<file path="config.mk">
export PLATFORM = sky130hd
export DESIGN_NAME = hgr_cell
export DESIGN_NICKNAME = d
export VERILOG_FILES = /design/src/hw/rtl/hgr_pkg.sv /design/src/hw/rtl/hgr_cell.sv
export SDC_FILE = /design/constraint.sdc
export NUM_CORES = 1
export LEC_CHECK = 0
export BUFFER_PORTS_ARGS = -buffer_cell sky130_fd_sc_hd__buf_2
export CAP_MARGIN = 30
export CORE_ASPECT_RATIO = 0.75
export CORE_MARGIN = 1.5
export CORE_UTILIZATION = 57
export DETAILED_ROUTE_END_ITERATION = 6
export MAX_ROUTING_LAYER = met4
export PLACE_DENSITY = 0.81
export SLEW_MARGIN = 20
export SYNTH_ARGS = -nofsm -noshare
export SYNTH_HDL_FRONTEND = slang
export SYNTH_SLANG_ARGS = --single-unit
export TNS_END_PERCENT = 1
</file>
<file path="constraint.sdc">
create_clock -name clk_i -period 4.6 [get_ports clk_i]
set_input_delay 0.69 -clock clk_i [delete_from_list [all_inputs] [get_ports clk_i]]
set_output_delay 0.69 -clock clk_i [all_outputs]
set_load 0.01 [all_outputs]
</file>
<file path="src/hw/rtl/hgr_pkg.sv">
`timescale 1ns / 1ps

package hgr_pkg;

  localparam int unsigned KeyInputs  = 4;
  localparam int unsigned KeyW       = 32;
  localparam int unsigned PosW       = 16;
  localparam int unsigned ColW       = 3;
  localparam int unsigned MaxKeyCols = 4;
  localparam int unsigned GroupNumW  = 9;
  localparam int unsigned RankW      = 9;
  localparam int unsigned HashW      = 32;
  localparam int unsigned EpochW     = 8;

  localparam logic [RankW-1:0] RankMax  = 9'd511;
  localparam logic [HashW-1:0] MixMult  = 32'd2654435761;
  localparam logic [HashW-1:0] ColMult  = 32'd97;

  typedef logic [KeyInputs-1:0][KeyW-1:0] key_vec_t;

  typedef struct packed {
    logic            first;
    logic [PosW-1:0] pos;
    key_vec_t        key;
    logic [ColW-1:0] ncol;
  } row_t;

  typedef struct packed {
    row_t             row;
    logic [HashW-1:0] h;
    logic [HashW-1:0] m;
  } hbeat_t;

  typedef enum logic [2:0] {
    P_CLEAR,
    P_IDLE,
    P_READ,
    P_CHECK,
    P_GRP,
    P_RANK
  } probe_state_e;

endpackage

</file>
<file path="src/hw/rtl/hgr_cell.sv">
`timescale 1ns / 1ps

module hgr_cell import hgr_pkg::*; #(
  parameter int unsigned Col = 0
) (
  input  logic   clk_i,
  input  logic   rst_ni,
  input  logic   en_i,
  input  logic   vld_i,
  input  hbeat_t beat_i,
  output logic   vld_o,
  output hbeat_t beat_o
);

  localparam logic [HashW-1:0] Coef = HashW'(ColMult * (Col + 1));

  logic   a_vld_q, b_vld_q;
  hbeat_t a_d, a_q, b_d, b_q;

  always_comb begin
    a_d   = beat_i;
    a_d.m = HashW'(beat_i.row.key[Col] * MixMult);
  end

  always_comb begin
    b_d = a_q;
    if (ColW'(Col) < a_q.row.ncol) begin
      b_d.h = a_q.h ^ HashW'(a_q.m * Coef);
    end
  end

  always_ff @(posedge clk_i or negedge rst_ni) begin
    if (!rst_ni) begin
      a_vld_q <= 1'b0;
      b_vld_q <= 1'b0;
    end else if (en_i) begin
      a_vld_q <= vld_i;
      b_vld_q <= a_vld_q;
    end
  end

  always_ff @(posedge clk_i) begin
    if (en_i) begin
      a_q <= a_d;
      b_q <= b_d;
    end
  end

  assign vld_o  = b_vld_q;
  assign beat_o = b_q;

endmodule

</file>
# Yosys cells after proc, flatten, opt, wreduce, memory -nomap -nowiden
# Cells that the tools add are included.
[op_classes]
multipliers = 2
magnitude_cmp = 1
n_mux = 1
n_bitwise = 1
[op_table]
columns = ["operator", "count"]
rows = [
  ["multiplier 32 x 32 -> 32 bit, second input constant", 1],
  ["multiplier 32 x 7 -> 32 bit, second input constant", 1],
  ["2-to-1 mux 32 bit", 1],
  ["bitwise XOR 32 bit", 1],
  ["< comparator 1 x 3 -> 1 bit, first input constant", 1],
]
[word_totals]
register_bits = 426
out_inout_bits = 213
elab_cells = 25

# Logic depth before layout (Yosys ltp)
# Gate-level depths: netlist (run 1).
[depth]
depth_word = 3
mapped_depth = 25

# Worst setup path after synthesis (run 1)
# Ideal clock, no wire load.
[synth_timing]
kind = "input to register"
startpoint = "input beat_i[71] in the netlist's numbering"
endpoint = "register a_q[31] in the netlist's numbering (data pin)"
setup_ns = 0.259
arrival_time_ns = 6.342
required_ns = 4.341
slack_ns = -2.001
path_stages = 25
cell_sequence = "inv_1 fa_1 inv_1 fa_1 fa_1 inv_1 fa_1 inv_1 fa_1 inv_1 fa_1 inv_1 fa_1 inv_1 fa_1 inv_1 ha_1 nand4_1 nor2_1 o311ai_1 a21boi_1 a311oi_1 a211o_1 o21ai_1 xnor2_1"
[synth_rtl]
columns = ["item", "line_no", "text"]
rows = [
  ["start: declaration", "hgr_cell.sv:10", "input hbeat_t beat_i,"],
  ["end signal: assignment", "hgr_cell.sv:44", "a_q <= a_d;"],
  ["end: declaration", "hgr_cell.sv:18", "hbeat_t a_d, a_q, b_d, b_q;"],
]

==> results of run 1 <==
## sequential cells by signal (all words and copies together), names as in the netlist
signal   flops
beat_o     208
vld_o        1
a_q        208
a_vld_q      1
## worst max path at each step
stage	slack (ns)	end	from
2_1_floorplan	-1.93	a_q[31]$_DFFE_PP_	beat_i[71]
3_3_place_gp	-2.43	a_q[31]$_DFFE_PP_	beat_i[72]
3_5_place_dp	-2.55	a_q[31]$_DFFE_PP_	beat_i[71]
4_1_cts	-1.83	a_q[31]$_DFFE_PP_	beat_i[71]
5_1_grt	-2.07	a_q[31]$_DFFE_PP_	beat_i[71]
6_report	-1.84	a_q[31]$_DFFE_PP_	beat_i[71]
## per-layer routing
metal	vias up	global-route usage, %	routed length (um)
met5	-	-	0
met4	0	4.57	688
met3	65	3.74	3340
met2	441	42.9	28300
met1	7574	36.2	24700
li1	7127	-	-
## layout by cell type, fill, tap and decap left out, types with 6 or more instances in the layout
cell       Yosys  routed
o21ai_0       13      11
a21oi_1       39      33
o211ai_1       6       6
o21a_1         7       7
fa_1         227     226
nor3_1        11       8
o21bai_1       7       7
a21o_1        16      16
buf_2          1     395
nand3_1       14      14
ha_1         288     286
xor2_1        20      20
clkinv_1       0       7
nand2b_1       7       7
inv_1        484     483
clkinv_2       0       6
xnor2_1       88      88
edfxtp_1     416     416
buf_4          4     169
nand2_1       32      32
nor2_1        18      16
clkbuf_16      0      41
## stage by stage
| step | setup WS (ns) | util [%] | hold slack (ns) | cells | TNS [ns] |
|---|---|---|---|---|---|
| floorplan | -1.93 | - | 0.394 | 1786 | -25.46 |
| detailed placement | -2.55 | 67.1 | 0.405 | 2926 | -38.10 |
| global route | -2.07 | 70.4 | 0.286 | 2999 | -28.67 |
| global placement | -2.43 | 67.1 | 0.400 | 2925 | -36.76 |
| CTS | -1.83 | 70.3 | 0.284 | 2997 | -24.10 |
| finish | -1.84 | 70.4 | 0.307 | 2999 | -24.53 |
## repair_timing
item	4_1_cts	5_1_grt
hold buffers	1	0
pin swaps	5	3
gates resized for setup	16	12
buffers inserted	0	0
endpoints found under the setup margin	21	25
hold endpoints to repair	2	0
## kinds of logic (layout without fill, tap and decap cells)
kind of cell             count (synthesis)  in the layout  synth area share [%]
AO/OA/AOI/OAI                          131            131                  3.58
XOR/XNOR                               109            109                  3.84
adder cells (fa/ha/maj)                515            515                  32.5
buffers and inverters                  494           1127                  7.50
flip-flops                             418            418                  50.1
multiplexers                             3              3                 0.130
other                                    0              2                     0
AND/OR/NAND/NOR                        116            116                  2.35
## cell type report
cell class / instances / share of cell area (%)
Antenna cell: 2 / 0.0164
Clock buffer: 47 / 3.47
Clock inverter: 23 / 0.746
Inverter: 484 / 5.95
Multi-Input combinational cell: 874 / 35.2
Sequential cell: 418 / 41.1
Tap cell: 578 / 2.37
Timing Repair Buffer: 573 / 11.1
==> metrics.txt, run 1 <==
RR Endpoint beat_o[62]$_DFFE_PP_; FF-to-FF path depth 15; Post-Route WL about 57,000 um; worst slew pin tran about 0.83 ns; Hold Startpoint beat_i[151]; total track usage approximately a quarter; root buffer cell clkbuf_16; CP startpoint kind input pin; layout cells sized above 1 27.4%; # nets final 3,122; TritonCTS clock tree built; GRT overflow 0; buffer and inverter count on the worst path 10; Final min period between 6 and 7 ns; synth unique cells 58; number of cell rows 66; Worst Path Max Fanout 3; largest net degree at the start of global routing 104; DP HPWL ~46,000 um; vias in the first global route around 16,000; WL per Instance ~19 um; post-route cell area about 0.03 mm2; Slew headroom 44.7%; Worst EP arrival 6.74 ns; area of the multi-input gates between 0.01 and 0.015 mm2; routability cong. about 0.95; Slowest-stage cell, CP fa_1; crit path kind in -> reg; sequential element share of the synthesized area 50.1%; Post-synth ARST share less than 1%; CP endpoint kind flip-flop; H-tree depth 2; FF/Latch Area between 0.01 and 0.015 mm2; top-count cell post-synth inv_1; Critical Path RT ~4.9 ns; CTS clock-pin slew for the worst setup and hold paths 0.07 ns; Peak Freq 0.155 GHz; Max Slew Vio Count 0; final antenna-violating net count 0; Post-Syn Area 0.0250 mm2; PortBufs ~400; via/cell ratio 5.07; Final setup viols 21; area leader, netlist edfxtp_1; ys flop type edfxtp_1; Area growth syn-to-layout 21.9%; worst setup margin -1.84 ns; Die H between 150 and 200 um; Starting Density between 50% and 60%; Clock Skew around 0.018 ns; Post-synth EDFFs 416; failing checks negative setup slack; First DRT Iteration DRCs 970; Synth top area share 49.9%; # DRC 0; WP depth 27; I/O Pins ~430; via count approximately 15,000; Area after DPL between 0.02 and 0.03 mm2; Die Footprint roughly 0.045 mm2; Worst path max stage delay between 0.5 and 0.6 ns; synthesized area per cell ~14 um2; Seq cells post-synth about 420; Reg2Reg Setup Slack roughly 0.09 ns; outcome finished, violations left; Area contributors post-synth edfxtp_1 50%, fa_1 18%, ha_1 14%, inv_1 7.3%, xnor2_1 3.1%; hold worst-path end a_q[151]$_DFFE_PP_; min-delay worst type in -> reg; Pre-antenna DRT Iters 5; max-cap viol count 0; RSZ-0062 raised after global routing true; final worst path period share 140%; Post-Syn Instances between 1,500 and 2,000; initial antenna violation count 4; clock sinks approximately 420; FILL cells 2,921; Placeable Area 0.0434 mm2; Die W roughly 250 um; Worst path top cell family by delay adder cells; clock buffer depth 3; Fin. Hold Viols 0; FF-to-FF Start a_q[10]$_DFFE_PP_; first-pass GRT wire length roughly 90,000 um; TritonCTS Buffers 40; clk_lat worst skew around 0.55 ns; commonest cells in the synthesized netlist 484 x inv_1, 416 x edfxtp_1, 288 x ha_1; synthesis warning total 0; worst hold stages 1; Syn Nets between 2,000 and 3,000
Power of run 1 is left out: the tool's default activity adds up to more than one toggle a clock period on the data nets, which glitch-free logic cannot reach.
==> run 2: changes to the inputs <==
--- a/config.mk
+++ b/config.mk
@@ -8,7 +8,6 @@
 export BUFFER_PORTS_ARGS = -buffer_cell sky130_fd_sc_hd__buf_2
 export CAP_MARGIN = 30
 export CORE_ASPECT_RATIO = 0.75
-export CORE_MARGIN = 1.5
 export CORE_UTILIZATION = 57
 export DETAILED_ROUTE_END_ITERATION = 6
 export MAX_ROUTING_LAYER = met4
@@ -17,4 +16,4 @@
 export SYNTH_ARGS = -nofsm -noshare
 export SYNTH_HDL_FRONTEND = slang
 export SYNTH_SLANG_ARGS = --single-unit
-export TNS_END_PERCENT = 1
+export TNS_END_PERCENT = 20
==> run 2 against run 1 <==
The run ends with design-rule violations, negative setup slack left; die area shrank 0.95%; core utilization grew 0.18 points; clock skew shrank 0.0030 ns; critical path depth is the same; clock-buffer cell count grew 2; cell area grew 0.25%; first-iteration DRC count grew 4.2%; flip-flop and latch count is the same; final cell count shrank 0.20%; non-clock buffer count shrank 6.
==> metrics.txt, run 2 (synthesis gave the netlist of run 1 again) <==
outcome finished, violations left; failing checks design-rule violations, negative setup slack; Final setup viols 21 (unchanged); final antenna-violating net count 0 (unchanged); H-tree depth 2 (unchanged); Die W 244 um (-0.41%); clock buffer depth 3 (unchanged); worst setup margin -1.68 ns (+0.167 ns); TNS Setup -22.12 ns (+2.41 ns); via count 15,200 (-0.026%); Peak Freq 0.159 GHz (+2.7%); Setup WS pre-CTS -2.60 ns (-0.0463 ns); Die Footprint 0.0448 mm2 (-0.95%); CP startpoint kind input pin; CTS clock-pin slew for the worst setup and hold paths 0.07 ns (about the same); First DRT Iteration DRCs 1,011 (+4.2%); vias in the first global route 15,600 (-1.0%); clock sinks 418 (unchanged); number of cell rows 66 (unchanged); placed cell count 2,917 (-0.31%); commonest non-fill, non-tap cells in the layout 476 x inv_1, 416 x edfxtp_1, 393 x buf_2; Setup crit start beat_i[72]; TritonCTS Buffers 40 (unchanged); Pre-antenna DRT Iters 7 (+2); Final min period 6.28 ns (-0.167 ns); Worst EP arrival 6.59 ns (-0.15 ns); FILL cells 2,952 (+1.1%); # nets final 3,116 (-0.19%); FF/Latch Area 0.0125 mm2 (unchanged); DP HPWL 44,900 um (-2.4%); # DRC 1 (+1); Clock Skew 0.0154 ns (-0.00304 ns); Placeable Area 0.0434 mm2 (unchanged); clk_lat worst skew 0.57 ns (+0.02 ns); final worst path period share 136% (-3.6 points); routability cong. 0.948 (about the same); crit path kind in -> reg; Starting Density 57.8% (unchanged); WL per Instance 18.7 um (-1.7%); I/O Pins 429 (unchanged); Worst Path Max Fanout 4 (+1); max-cap viol count 0 (unchanged); Area growth syn-to-layout 22.2%; layout cells sized above 1 28.1% (+0.72 points); first-pass GRT wire length 85,700 um (-2.1%); total track usage 26.2% (-0.25 points); RSZ-0062 raised after global routing true; Die H 184 um (-0.54%); commonest non-fill, non-tap cell in the layout inv_1; Critical Path RT 4.91 ns (+0.02 ns); Post-Route WL 55,900 um (-1.9%); largest net degree at the start of global routing 110 (+5.8%); initial antenna violation count 2 (-2); area of the multi-input gates 0.0109 mm2 (+0.86%); PortBufs 396 (unchanged); Max Slew Vio Count 0 (unchanged); Slew headroom 53.5% (+8.9 points); CP endpoint kind flip-flop; post-route insts no fill 2,993 (-0.20%); FF-to-FF Start a_q[8]$_DFFE_PP_; min-delay worst type in -> reg; Hold Startpoint beat_i[38]; Reg2Reg Setup Slack 0.13 ns (+0.04 ns); GRT overflow 0 (unchanged); worst slew pin tran 0.697 ns (-0.133 ns); root buffer cell clkbuf_16; TritonCTS clock tree built; Fin. Hold Viols 0 (unchanged); via/cell ratio 5.08 (+0.17%)
## run 2: worst paths after layout
path	endpoint	cells after the start
max reg2reg	beat_o[60]$_DFFE_PP_	16
min reg2reg	beat_o[211]$_DFFE_PP_	0
min	a_q[38]$_DFFE_PP_	1
max	a_q[31]$_DFFE_PP_	27
max in group asynchronous	vld_o$_DFFE_PN0P_	2
min in group asynchronous	a_vld_q$_DFFE_PN0P_	2
## run 2: layout make-up
cell class / count / area share (%)
clock inverter: 22 / 0.764
tap: 578 / 2.36
antenna: 1 / 0.00818
clock buffer: 49 / 3.52
sequential: 418 / 41.0
multi-input combinational: 874 / 35.5
timing repair buffer: 567 / 11.0
inverter: 484 / 5.96
## run 2: routing by layer
layer  up-vias  GRT usage, %  wire, um
li1       7098             -         -
met1      7586          35.4     24300
met2       466          42.4     27400
met3        53          4.35      3500
met4         0          4.80       704
met5         -             -         0
## run 2: worst max-delay path, stage by stage
cell,delay [ns]
buf_12,0.11
inv_6,0.04
fa_1,0.52
inv_2,0.04
fa_2,0.33
fa_1,0.48
inv_1,0.05
fa_1,0.49
inv_2,0.04
fa_1,0.52
inv_2,0.04
fa_1,0.47
inv_1,0.05
fa_1,0.47
inv_1,0.05
fa_1,0.49
inv_2,0.05
ha_4,0.27
nand4_1,0.13
buf_4,0.18
nor2b_4,0.12
nor3_4,0.05
a21boi_2,0.20
a311oi_2,0.16
a211o_1,0.33
o21ai_2,0.14
xnor2_1,0.07
## run 2: stage by stage
step / hold WS, ns / utilization, % / area, um2
floorplan: 0.394 / - / 25100
global placement: 0.400 / 66.9 / 29000
detailed placement: 0.405 / 66.9 / 29000
CTS: 0.272 / 70.2 / 30400
global route: 0.277 / 70.6 / 30600
finish: 0.289 / 70.6 / 30600
## run 2: what timing repair did
action,4_1_cts,5_1_grt
pin swaps,21,24
buffers inserted,2,1
resized for setup,30,30
hold buffers,1,0
cloned,0,0
hold endpoints to repair,2,0
endpoints found under the setup margin,21,27
Power of run 2 is left out for the same reason.
