[src/hw/rtl/hgr_pkg.sv]
`timescale 1ns / 1ps

package hgr_pkg;

  localparam int unsigned KeyInputs  = 4;
  localparam int unsigned KeyW       = 32;
  localparam int unsigned PosW       = 16;
  localparam int unsigned ColW       = 3;
  localparam int unsigned MaxKeyCols = 4;
  localparam int unsigned GroupNumW  = 9;
  localparam int unsigned RankW      = 9;
  localparam int unsigned HashW      = 32;
  localparam int unsigned EpochW     = 8;

  localparam logic [RankW-1:0] RankMax  = 9'd511;
  localparam logic [HashW-1:0] MixMult  = 32'd2654435761;
  localparam logic [HashW-1:0] ColMult  = 32'd97;

  typedef logic [KeyInputs-1:0][KeyW-1:0] key_vec_t;

  typedef struct packed {
    logic            first;
    logic [PosW-1:0] pos;
    key_vec_t        key;
    logic [ColW-1:0] ncol;
  } row_t;

  typedef struct packed {
    row_t             row;
    logic [HashW-1:0] h;
    logic [HashW-1:0] m;
  } hbeat_t;

  typedef enum logic [2:0] {
    P_CLEAR,
    P_IDLE,
    P_READ,
    P_CHECK,
    P_GRP,
    P_RANK
  } probe_state_e;

endpackage

[src/hw/rtl/hgr_mix.sv]
`timescale 1ns / 1ps

module hgr_mix import hgr_pkg::*; #(
  parameter int unsigned TABLE_SLOTS = 1024
) (
  input  logic                           clk_i,
  input  logic                           rst_ni,
  input  logic                           en_i,
  input  logic                           vld_i,
  input  hbeat_t                         beat_i,
  output logic                           vld_o,
  output row_t                           row_o,
  output logic [$clog2(TABLE_SLOTS)-1:0] idx_o
);

  localparam int unsigned IW = $clog2(TABLE_SLOTS);
  localparam int unsigned K  = HashW + IW;
  localparam logic [63:0] Pow   = 64'd1 << K;
  localparam logic [63:0] Recip = (Pow + 64'(TABLE_SLOTS) - 64'd1) / 64'(TABLE_SLOTS);

  logic [3:0]       vld_q;
  row_t             r1_q, r2_q, r3_q, r4_q;
  logic [HashW-1:0] x1_q, x2_q, x3_q, q3_q;
  logic [IW-1:0]    idx_q;
  logic [HashW-1:0] f1, f2, rem;
  logic [64:0]      prod;

  assign f1   = beat_i.h ^ (beat_i.h >> 16);
  assign f2   = x1_q ^ (x1_q >> 15);
  assign prod = {33'd0, x2_q} * {32'd0, Recip[32:0]};
  assign rem  = x3_q - HashW'(q3_q * HashW'(TABLE_SLOTS));

  always_ff @(posedge clk_i or negedge rst_ni) begin
    if (!rst_ni) begin
      vld_q <= '0;
    end else if (en_i) begin
      vld_q <= {vld_q[2:0], vld_i};
    end
  end

  always_ff @(posedge clk_i) begin
    if (en_i) begin
      r1_q  <= beat_i.row;
      x1_q  <= HashW'(f1 * MixMult);
      r2_q  <= r1_q;
      x2_q  <= f2;
      r3_q  <= r2_q;
      x3_q  <= x2_q;
      q3_q  <= HashW'(prod[64:K]);
      r4_q  <= r3_q;
      idx_q <= rem[IW-1:0];
    end
  end

  assign vld_o = vld_q[3];
  assign row_o = r4_q;
  assign idx_o = idx_q;

endmodule

[config.mk]
export PLATFORM = sky130hd
export DESIGN_NAME = hgr_mix
export DESIGN_NICKNAME = d
export VERILOG_FILES = /design/src/hw/rtl/hgr_pkg.sv /design/src/hw/rtl/hgr_mix.sv
export SDC_FILE = /design/constraint.sdc
export NUM_CORES = 1
export LEC_CHECK = 0
export BUFFER_PORTS_ARGS = -buffer_cell sky130_fd_sc_hd__buf_2
export CAP_MARGIN = 10
export CORE_MARGIN = 5
export CORE_UTILIZATION = 35
export DETAILED_ROUTE_END_ITERATION = 8
export HOLD_SLACK_MARGIN = 0.12
export PLACE_DENSITY = 0.6
export REMOVE_ABC_BUFFERS = 1
export SYNTH_ARGS = -nofsm -noshare
export SYNTH_HDL_FRONTEND = slang
export SYNTH_SLANG_ARGS = --single-unit
[constraint.sdc]
create_clock -name clk_i -period 0.9 [get_ports clk_i]
set_clock_uncertainty 0.2 [all_clocks]
set_input_delay 0.18 -clock clk_i [delete_from_list [all_inputs] [get_ports clk_i]]
set_output_delay 0.18 -clock clk_i [all_outputs]
set_load 0.005 [all_outputs]
# == After elaboration in Yosys (flattened, before gate mapping) ==
# Index checks and enable logic that the tools add are counted.
# totals
ff_bits,651
in_bits,216
out_inout_bits,159
elab_cells,37
# classes
addsub,1
mul,1
bitwise_logic,2
# ops
cell,count
32-bit by 32-bit multiplier with 25-bit output (second input constant),1
32-bit by 16-bit bitwise XOR with 32-bit output,1
10-bit by 1-bit subtractor with 10-bit output (second input constant),1
10-bit bitwise XOR,1

# == Longest topological paths before layout ==
# Gate-level depths: netlist of the first run.
# depth
word_depth,2
mapped_depth,24
mapped_depth_nobuf,24

# == Worst setup path after synthesis of the first run ==
# No wires, ideal clock.
# synth_path
kind,input -> register
start,in beat_i[37] (netlist bit)
end,"reg x1_q[23], data pin"
setup_ps,277
t_arrival_ps,5320
required_ps,423
slack_ps,-4897
path_stages,19
n_path_buf,0
cell_sequence,xnor2_1 > inv_1 > ha_1 > ha_1 > inv_1 > fa_1 > inv_1 > ha_1 > inv_1 > fa_1 > fa_1 > fa_1 > fa_1 > inv_1 > ha_1 > inv_1 > nor4_1 > a2111oi_0 > o211ai_1
# synth_via
elab_chain_cells,2
# synth_lines
element,line,rtl
from (decl),hgr_mix.sv:10,"input hbeat_t beat_i,"
32-bit by 16-bit bitwise XOR with 32-bit output,hgr_mix.sv:28,assign f1 = beat_i.h ^ (beat_i.h >> 16);
32-bit by 32-bit multiplier with 25-bit output,hgr_mix.sv:44,x1_q <= HashW'(f1 * MixMult);
to (signal assigned),hgr_mix.sv:44,
to (decl),hgr_mix.sv:23,"logic [HashW-1:0] x1_q, x2_q, x3_q, q3_q;"
# No other way between the ends.
# A chain may end at the register's enable or synchronous reset.

# == Final worst setup path of the first run ==
# layout_path
start,in beat_i[58] (netlist bit)
end,"reg x1_q[22], data pin"
# The elaborated chain is that of the path after synthesis.

==> results by group, run 1 <==
Run status
  – Outcome: finished with violations
  – Failing checks: negative hold slack, negative setup slack

Drt
  – Starting DRT DRC Count: 679
  – Final antenna-violating net count: 0
  – Vias per inst: 4.19
  – Vias after detailed routing: 12,400
  – DRT Wirelength: 49,700 µm
  – Residual DRC: 0
  – First-pass DRT Iterations: 4
  – Routed len/inst: 16.8 µm

Synthesis
  – Mapped Area: 24,800 µm²
  – Area leader, netlist: edfxtp_1
  – Post-synth ARST share: 0.00619
  – Commonest cells post-synth: edfxtp_1 (642), inv_1 (164), ha_1 (127)
  – Post-synth EDFFs: 642
  – Ys flop type: edfxtp_1
  – Syn. warnings: 0
  – Most common cell in the synthesized netlist: edfxtp_1
  – Post-synth cell types: 41
  – Flops & latches, synth: 646
  – Sequential element share of the synthesized area: 0.782
  – Top post-synthesis cells by area: edfxtp_1 (78%), fa_1 (7.8%), ha_1 (6.4%), inv_1 (2.5%), xnor2_1 (1.4%)
  – Synth top area share: 0.778
  – Mapped Cells: 1,207
  – Average size of a mapped cell: 20.5 µm²

STA
  – Final Max Tran Viols: 0
  – Max-slew headroom: 0.649
  – F_max: 193 MHz
  – Part of the cycle the worst path needs: 5.77
  – Setup violators final: 189
  – Final worst slack: -4290 ps
  – Post-route minimum period: 5190 ps
  – Worst Tran Pin Value: 521 ps
  – Final hold vios: 62
  – Hold slack: -162 ps
  – RSZ-0062 raised after global routing: true

Setup path
  – Worst Path Arrival: 5310 ps
  – Critical path class: input port to register
  – Critical path's largest stage delay: 600 ps
  – Max stage delay cell, worst path: fa_1
  – Reg2reg end: x2_q[9]
  – Worst reg2reg setup slack: -210 ps
  – Worst Reg-to-Reg Cells: 1
  – Worst-path fanout max: 3
  – CP Launch Point: beat_i[58]
  – Crit path to: x1_q[22]
  – Critical Path Start Type: input port
  – Levels on crit path: 24
  – Crit-path leading delay family: adder cells
  – Buf+Inv Stages, Crit Path: 8
  – CP required: 1020 ps
  – R2r startpoint: x1_q[24]
  – CP Cell Sequence: buf_8 -> xor2_4 -> ha_4 -> xnor2_2 -> ha_1 -> inv_2 -> fa_1 -> inv_2 -> fa_1 -> inv_2 -> fa_1 -> inv_2 -> fa_1 -> inv_1 -> fa_1 -> inv_2 -> ha_4 -> o21a_1 -> nor2_2 -> a311oi_2 -> buf_4 -> a21o_4 -> a21oi_2 -> xnor2_1
  – Critical Path Sink Type: register

Floorplan
  – Cell row count: 97
  – Initial core utilization: 0.353
  – Die X: 276 µm
  – Number of I/O pins: 375
  – Die span in y: 276 µm
  – Die area: 76,300 µm²
  – Core area: 70,100 µm²

Global routing
  – Vias in the first global route: 13,700
  – Grt ovf: 0
  – Largest net degree at the start of global routing: 34
  – Tot GR Track Use: 0.128
  – First-pass GRT wire length: 77,400 µm
  – Initial antenna violation count: 2

Finish
  – Core Util, Final: 0.489
  – Fin nets: 2,411
  – Synthesis-to-layout area growth: 38.4%
  – Final Instance Area: 34,300 µm²
  – Share of cells above drive strength 1: 0.380

Clocking
  – CTS tree: yes
  – CTS clk-pin slew, worst paths: 60 ps
  – Cts bufs inserted: 58
  – Clock latency on the worst-skew pair: 580 ps
  – H-tree lvl count: 2
  – CTS sink cnt: 646
  – Largest buffer count on any clock path: 3
  – Root Driver: clkbuf_16

Power and ir drop
  – Design Power: 0.145 W
  – PwrDens: 4230 nW/µm²
  – Leak: 13.5 nW
  – VDD IR max: 5.14 mV

Job
  – Max-cap violations: 0

Placement
  – Post-DP HPWL: 36,400 µm
  – Number of buffers added on ports: 342
  – RD Place Congestion: 0.852
  – DP Area: 29,300 µm²

Min path
  – Hold WC Path Type: input port to register
==> cell families after synthesis <==
logic type / share of synthesized area
AOI/OAI and AO/OA: 0.0124
xor gates and xnor gates: 0.0283
adders and majority gates: 0.142
buffers and inverters: 0.0250
DFF: 0.782
muxes: 0.00182
and+or+nand+nor: 0.00919
==> layout by cell type, fill, tap and decap left out, types with 6 or more instances in the layout <==
cell type      netlist  layout
a21oi_1             10       6
a21oi_2              3       6
buf_12               0      24
buf_2                1     316
buf_4                0     165
buf_6                0      41
buf_8                0       8
bufinv_16            0       6
clkbuf_1             0      17
clkbuf_16            0      59
clkinv_1             0      12
dlygate4sd3_1        0     151
edfxtp_1           642     642
fa_1                96      89
fa_2                 0       7
ha_1               127      80
ha_4                 0      43
inv_1              164     146
inv_2                0      18
nand2_1             13       8
nor2_1              15      10
xnor2_1             40      33
xor2_1              40      24
xor2_2               0       6
xor2_4               0      10
==> layer usage <==
| metal | share of wire | vias up | wire, µm | GRT usage |
|---|---|---|---|---|
| li1 | - | 5912 | - | - |
| met1 | 0.42 | 6058 | 20700 | 0.160 |
| met2 | 0.50 | 340 | 24900 | 0.224 |
| met3 | 0.049 | 97 | 2460 | 0.0285 |
| met4 | 0.033 | 0 | 1670 | 0.0429 |
| met5 | 0 | - | 0 | 0 |
==> worst min path at each step <==
stage,startpoint,end,cells past startpoint
finish,en_i,r2_q[47],2
global route,en_i,r2_q[91],2
CTS,en_i,r2_q[47],2
detailed placement,rst_ni,vld_q[0],1
global placement,rst_ni,vld_q[0],1
floorplan,rst_ni,vld_q[0],0
==> state kept, by name, summed over array words and instances, names as in the netlist <==
signal	count
vld_q	4
idx_o	10
row_o	148
x2_q	10
r2_q	148
r3_q	148
x1_q	20
r1_q	148
x3_q	10
==> per-stage QoR <==
step	setup slack [ps]	TNS, ps	cells	hold slack (ps)
2_1_floorplan	-4900	-56490	1206	-316
3_3_place_gp	-5160	-292880	2676	-217
3_5_place_dp	-5210	-294740	2676	-213
4_1_cts	-4240	-146580	2948	-199
5_1_grt	-4440	-150050	2960	-183
6_report	-4290	-137980	2960	-162
==> cell type report <==
class	instances	area (µm²)
Antenna cell	2	5.00
Clock buffer	76	1540
Clock inverter	30	315
Fill cell	5854	35800
Inverter	164	616
Multi-Input combinational cell	396	5870
Sequential cell	646	19400
Tap cell	940	1180
Timing Repair Buffer	706	5400
==> repair_timing <==
action / 4_1_cts / 5_1_grt
gates resized for setup: 172 / 84
hold buffers: 151 / 1
hold endpoints to repair: 803 / 723
setup buffers: 16 / 12
endpoints found under the setup margin: 189 / 193
pin swaps: 70 / 69
==> power breakdown <==
part,switching [W],total [W],internal (W)
Clock,0.0101,0.0238,0.0138
Sequential,0.000794,0.0384,0.0376
Combinational,0.0397,0.0827,0.0430
No activity file was read; power rests on OpenSTA's default activity.
==> inputs of run 2 (changes only) <==
--- a/config.mk
+++ b/config.mk
@@ -5,13 +5,14 @@
 export SDC_FILE = /design/constraint.sdc
 export NUM_CORES = 1
 export LEC_CHECK = 0
-export BUFFER_PORTS_ARGS = -buffer_cell sky130_fd_sc_hd__buf_2
 export CAP_MARGIN = 10
 export CORE_MARGIN = 5
 export CORE_UTILIZATION = 35
+export CTS_BUF_LIST = sky130_fd_sc_hd__clkbuf_8
 export DETAILED_ROUTE_END_ITERATION = 8
+export DONT_BUFFER_PORTS = 1
 export HOLD_SLACK_MARGIN = 0.12
-export PLACE_DENSITY = 0.6
+export PLACE_DENSITY = 0.56
 export REMOVE_ABC_BUFFERS = 1
 export SYNTH_ARGS = -nofsm -noshare
 export SYNTH_HDL_FRONTEND = slang
==> results by group, run 2 (same netlist as run 1, synthesis figures left out) <==
Setup path
  – Reg2reg end: x2_q[9] (unchanged)
  – Worst reg2reg setup slack: -200 ps (was -210 ps)
  – Critical Path Sink Type: register (unchanged)
  – Max stage delay cell, worst path: fa_1 (unchanged)
  – CP required: 1090 ps (was 1020 ps)
  – Buf+Inv Stages, Crit Path: 6 (was 8)
  – Critical path class: input port to register (unchanged)
  – Crit-path leading delay family: adder cells (unchanged)
  – Critical path's largest stage delay: 600 ps (about the same)
  – CP Cell Sequence: xor2_2 -> ha_4 -> inv_2 -> fa_1 -> fa_1 -> inv_2 -> fa_2 -> inv_2 -> fa_1 -> fa_1 -> fa_1 -> inv_2 -> ha_4 -> buf_6 -> nand2_4 -> a311oi_4 -> buf_4 -> a2111oi_4 -> o31ai_2 -> xnor2_1 (was buf_8 -> xor2_4 -> ha_4 -> xnor2_2 -> ha_1 -> inv_2 -> fa_1 -> inv_2 -> fa_1 -> inv_2 -> fa_1 -> inv_2 -> fa_1 -> inv_1 -> fa_1 -> inv_2 -> ha_4 -> o21a_1 -> nor2_2 -> a311oi_2 -> buf_4 -> a21o_4 -> a21oi_2 -> xnor2_1)
  – CP Launch Point: beat_i[59] (was beat_i[58])
  – R2r startpoint: x1_q[24] (unchanged)
  – Cell mode on critical path: fa_1
  – Worst Path Arrival: 5160 ps (was 5310 ps)
  – Worst-path fanout max: 3 (unchanged)
  – Critical Path Start Type: input port (unchanged)
  – Worst Reg-to-Reg Cells: 1 (unchanged)

Global routing
  – Initial antenna violation count: 2 (unchanged)
  – First-pass GRT wire length: 71,600 µm (was 77,400 µm)
  – Vias in the first global route: 12,000 (was 13,700)
  – Grt ovf: 0 (unchanged)
  – Tot GR Track Use: 0.121 (was 0.128)
  – Largest net degree at the start of global routing: 647 (was 34)

STA
  – Final worst slack: -4070 ps (was -4290 ps)
  – Setup violators final: 567 (was 189)
  – Setup_tns: -409,440 ps (was -137,980 ps)
  – Part of the cycle the worst path needs: 5.52 (was 5.77)
  – Final hold vios: 288 (was 62)
  – F_max: 201 MHz (was 193 MHz)
  – Final Max Tran Viols: 339 (was 0)
  – Hold slack: -569 ps (was -162 ps)
  – RSZ-0062 raised after global routing: true (unchanged)
  – Worst Tran Pin Value: 2550 ps (was 521 ps)
  – Max-slew headroom: -0.701 (was 0.649)
  – Post-route minimum period: 4970 ps (was 5190 ps)

Floorplan
  – Core area: 70,100 µm² (unchanged)
  – Cell row count: 97 (unchanged)
  – Number of I/O pins: 375 (unchanged)
  – Die X: 276 µm (unchanged)
  – Initial core utilization: 0.353 (unchanged)
  – Die area: 76,300 µm² (unchanged)
  – Die span in y: 276 µm (unchanged)

Finish
  – Sequential Area: 19,400 µm² (unchanged)
  – Commonest non-fill, non-tap cell in the layout: edfxtp_1 (unchanged)
  – Share of cells above drive strength 1: 0.238 (was 0.380)
  – Most frequent cells in the layout: edfxtp_1 (642), inv_1 (167), dlygate4sd3_1 (153) (was edfxtp_1 (642), buf_2 (316), buf_4 (165))
  – Final Instance Area: 31,600 µm² (was 34,300 µm²)
  – Filler Cells Inserted: 6,031 (was 5,854)
  – Multi-input logic area: 5930 µm² (was 5870 µm²)
  – Fin nets: 2,018 (was 2,411)
  – Synthesis-to-layout area growth: 27.5% (was 38.4%)

Drt
  – First-pass DRT Iterations: 4 (unchanged)
  – Residual DRC: 0 (unchanged)
  – Vias per inst: 4.26 (was 4.19)
  – Starting DRT DRC Count: 794 (was 679)
  – Vias after detailed routing: 11,000 (was 12,400)
  – Final antenna-violating net count: 0 (unchanged)
  – DRT Wirelength: 47,200 µm (was 49,700 µm)
  – Routed len/inst: 18.2 µm (was 16.8 µm)

Min path
  – Min-delay src: en_i (unchanged)
  – Worst Hold End: r2_q[41] (was r2_q[47])
  – Min-Delay Path Depth: 0 (was 2)
  – Hold WC Path Type: input port to register (unchanged)

Clocking
  – CTS tree: yes (unchanged)
  – CTS Hold Bufs: 153 (was 151)
  – Largest buffer count on any clock path: 3 (unchanged)
  – Root Driver: clkbuf_8 (was clkbuf_16)
  – H-tree lvl count: 3 (was 2)
  – Cts bufs inserted: 95 (was 58)
  – CTS sink cnt: 646 (unchanged)
  – CTS clk-pin slew, worst paths: 70 ps (was 60 ps)
  – Clock latency on the worst-skew pair: 670 ps (was 580 ps)

Run status
  – Outcome: finished with violations (unchanged)
  – Failing checks: negative hold slack, max-slew violations, negative setup slack (was negative hold slack, negative setup slack)

Job
  – Max-cap violations: 0 (unchanged)

Placement
  – DP Area: 26,800 µm² (was 29,300 µm²)
  – RD Place Congestion: 0.849 (was 0.852)
  – Post-DP HPWL: 31,900 µm (was 36,400 µm)
  – Number of buffers added on ports: 0 (was 342)
run 2: cell count changes in the layout (fill, tap and decap cells not counted), sizes merged, moves of 2 or more:
cell,previous run,this run
buf,554,123
clkbuf,77,104
inv,168,187
clkinv,17,25
clkinvlp,3,6
bufinv,6,8
dlygate4sd3,151,153
run 2: worst max path at each step:
| stage | to | depth (start not counted) | slack, ps |
|---|---|---|---|
| finish | x1_q[24] | 20 | -4070 |
| detailed placement | x1_q[24] | 22 | -5120 |
| global placement | x1_q[24] | 19 | -5020 |
| floorplan | x1_q[23] | 19 | -4900 |
| global route | x1_q[23] | 18 | -4160 |
| CTS | x1_q[24] | 22 | -3980 |
run 2: metrics by stage:
step	worst slack, ps	cells	hold WS, ps	util
2_1_floorplan	-4900	1206	-316	-
3_3_place_gp	-5020	2256	-315	0.382
3_5_place_dp	-5120	2256	-315	0.382
4_1_cts	-3980	2585	-608	0.446
5_1_grt	-4160	2589	-648	0.451
6_report	-4070	2591	-569	0.451
run 2: layout make-up:
type,count,share of cell area
Timing Repair Buffer,276,0.0804
Sequential cell,646,0.613
Multi-Input combinational cell,396,0.188
Antenna cell,3,0.000237
Clock inverter,62,0.0168
Clock buffer,104,0.0453
Tap cell,940,0.0372
Inverter,164,0.0195
run 2: routing by layer:
| metal | part of all wire | vias up | routed length, µm | GRT usage |
|---|---|---|---|---|
| li1 | - | 5131 | - | - |
| met1 | 0.42 | 5503 | 19700 | 0.152 |
| met2 | 0.50 | 320 | 23700 | 0.205 |
| met3 | 0.055 | 78 | 2590 | 0.0297 |
| met4 | 0.027 | 2 | 1260 | 0.0471 |
| met5 | 0.00028 | - | 13 | 0 |
run 2: repair_timing:
item,in CTS,in global routing
resized for setup,128,61
setup buffers,11,8
setup endpoints to repair,192,193
cloned,0,0
pin swaps,53,55
hold endpoints to repair,806,799
Power of run 2 is left out: the tool's default activity adds up to more than one toggle a clock period on the data nets, which glitch-free logic cannot reach.
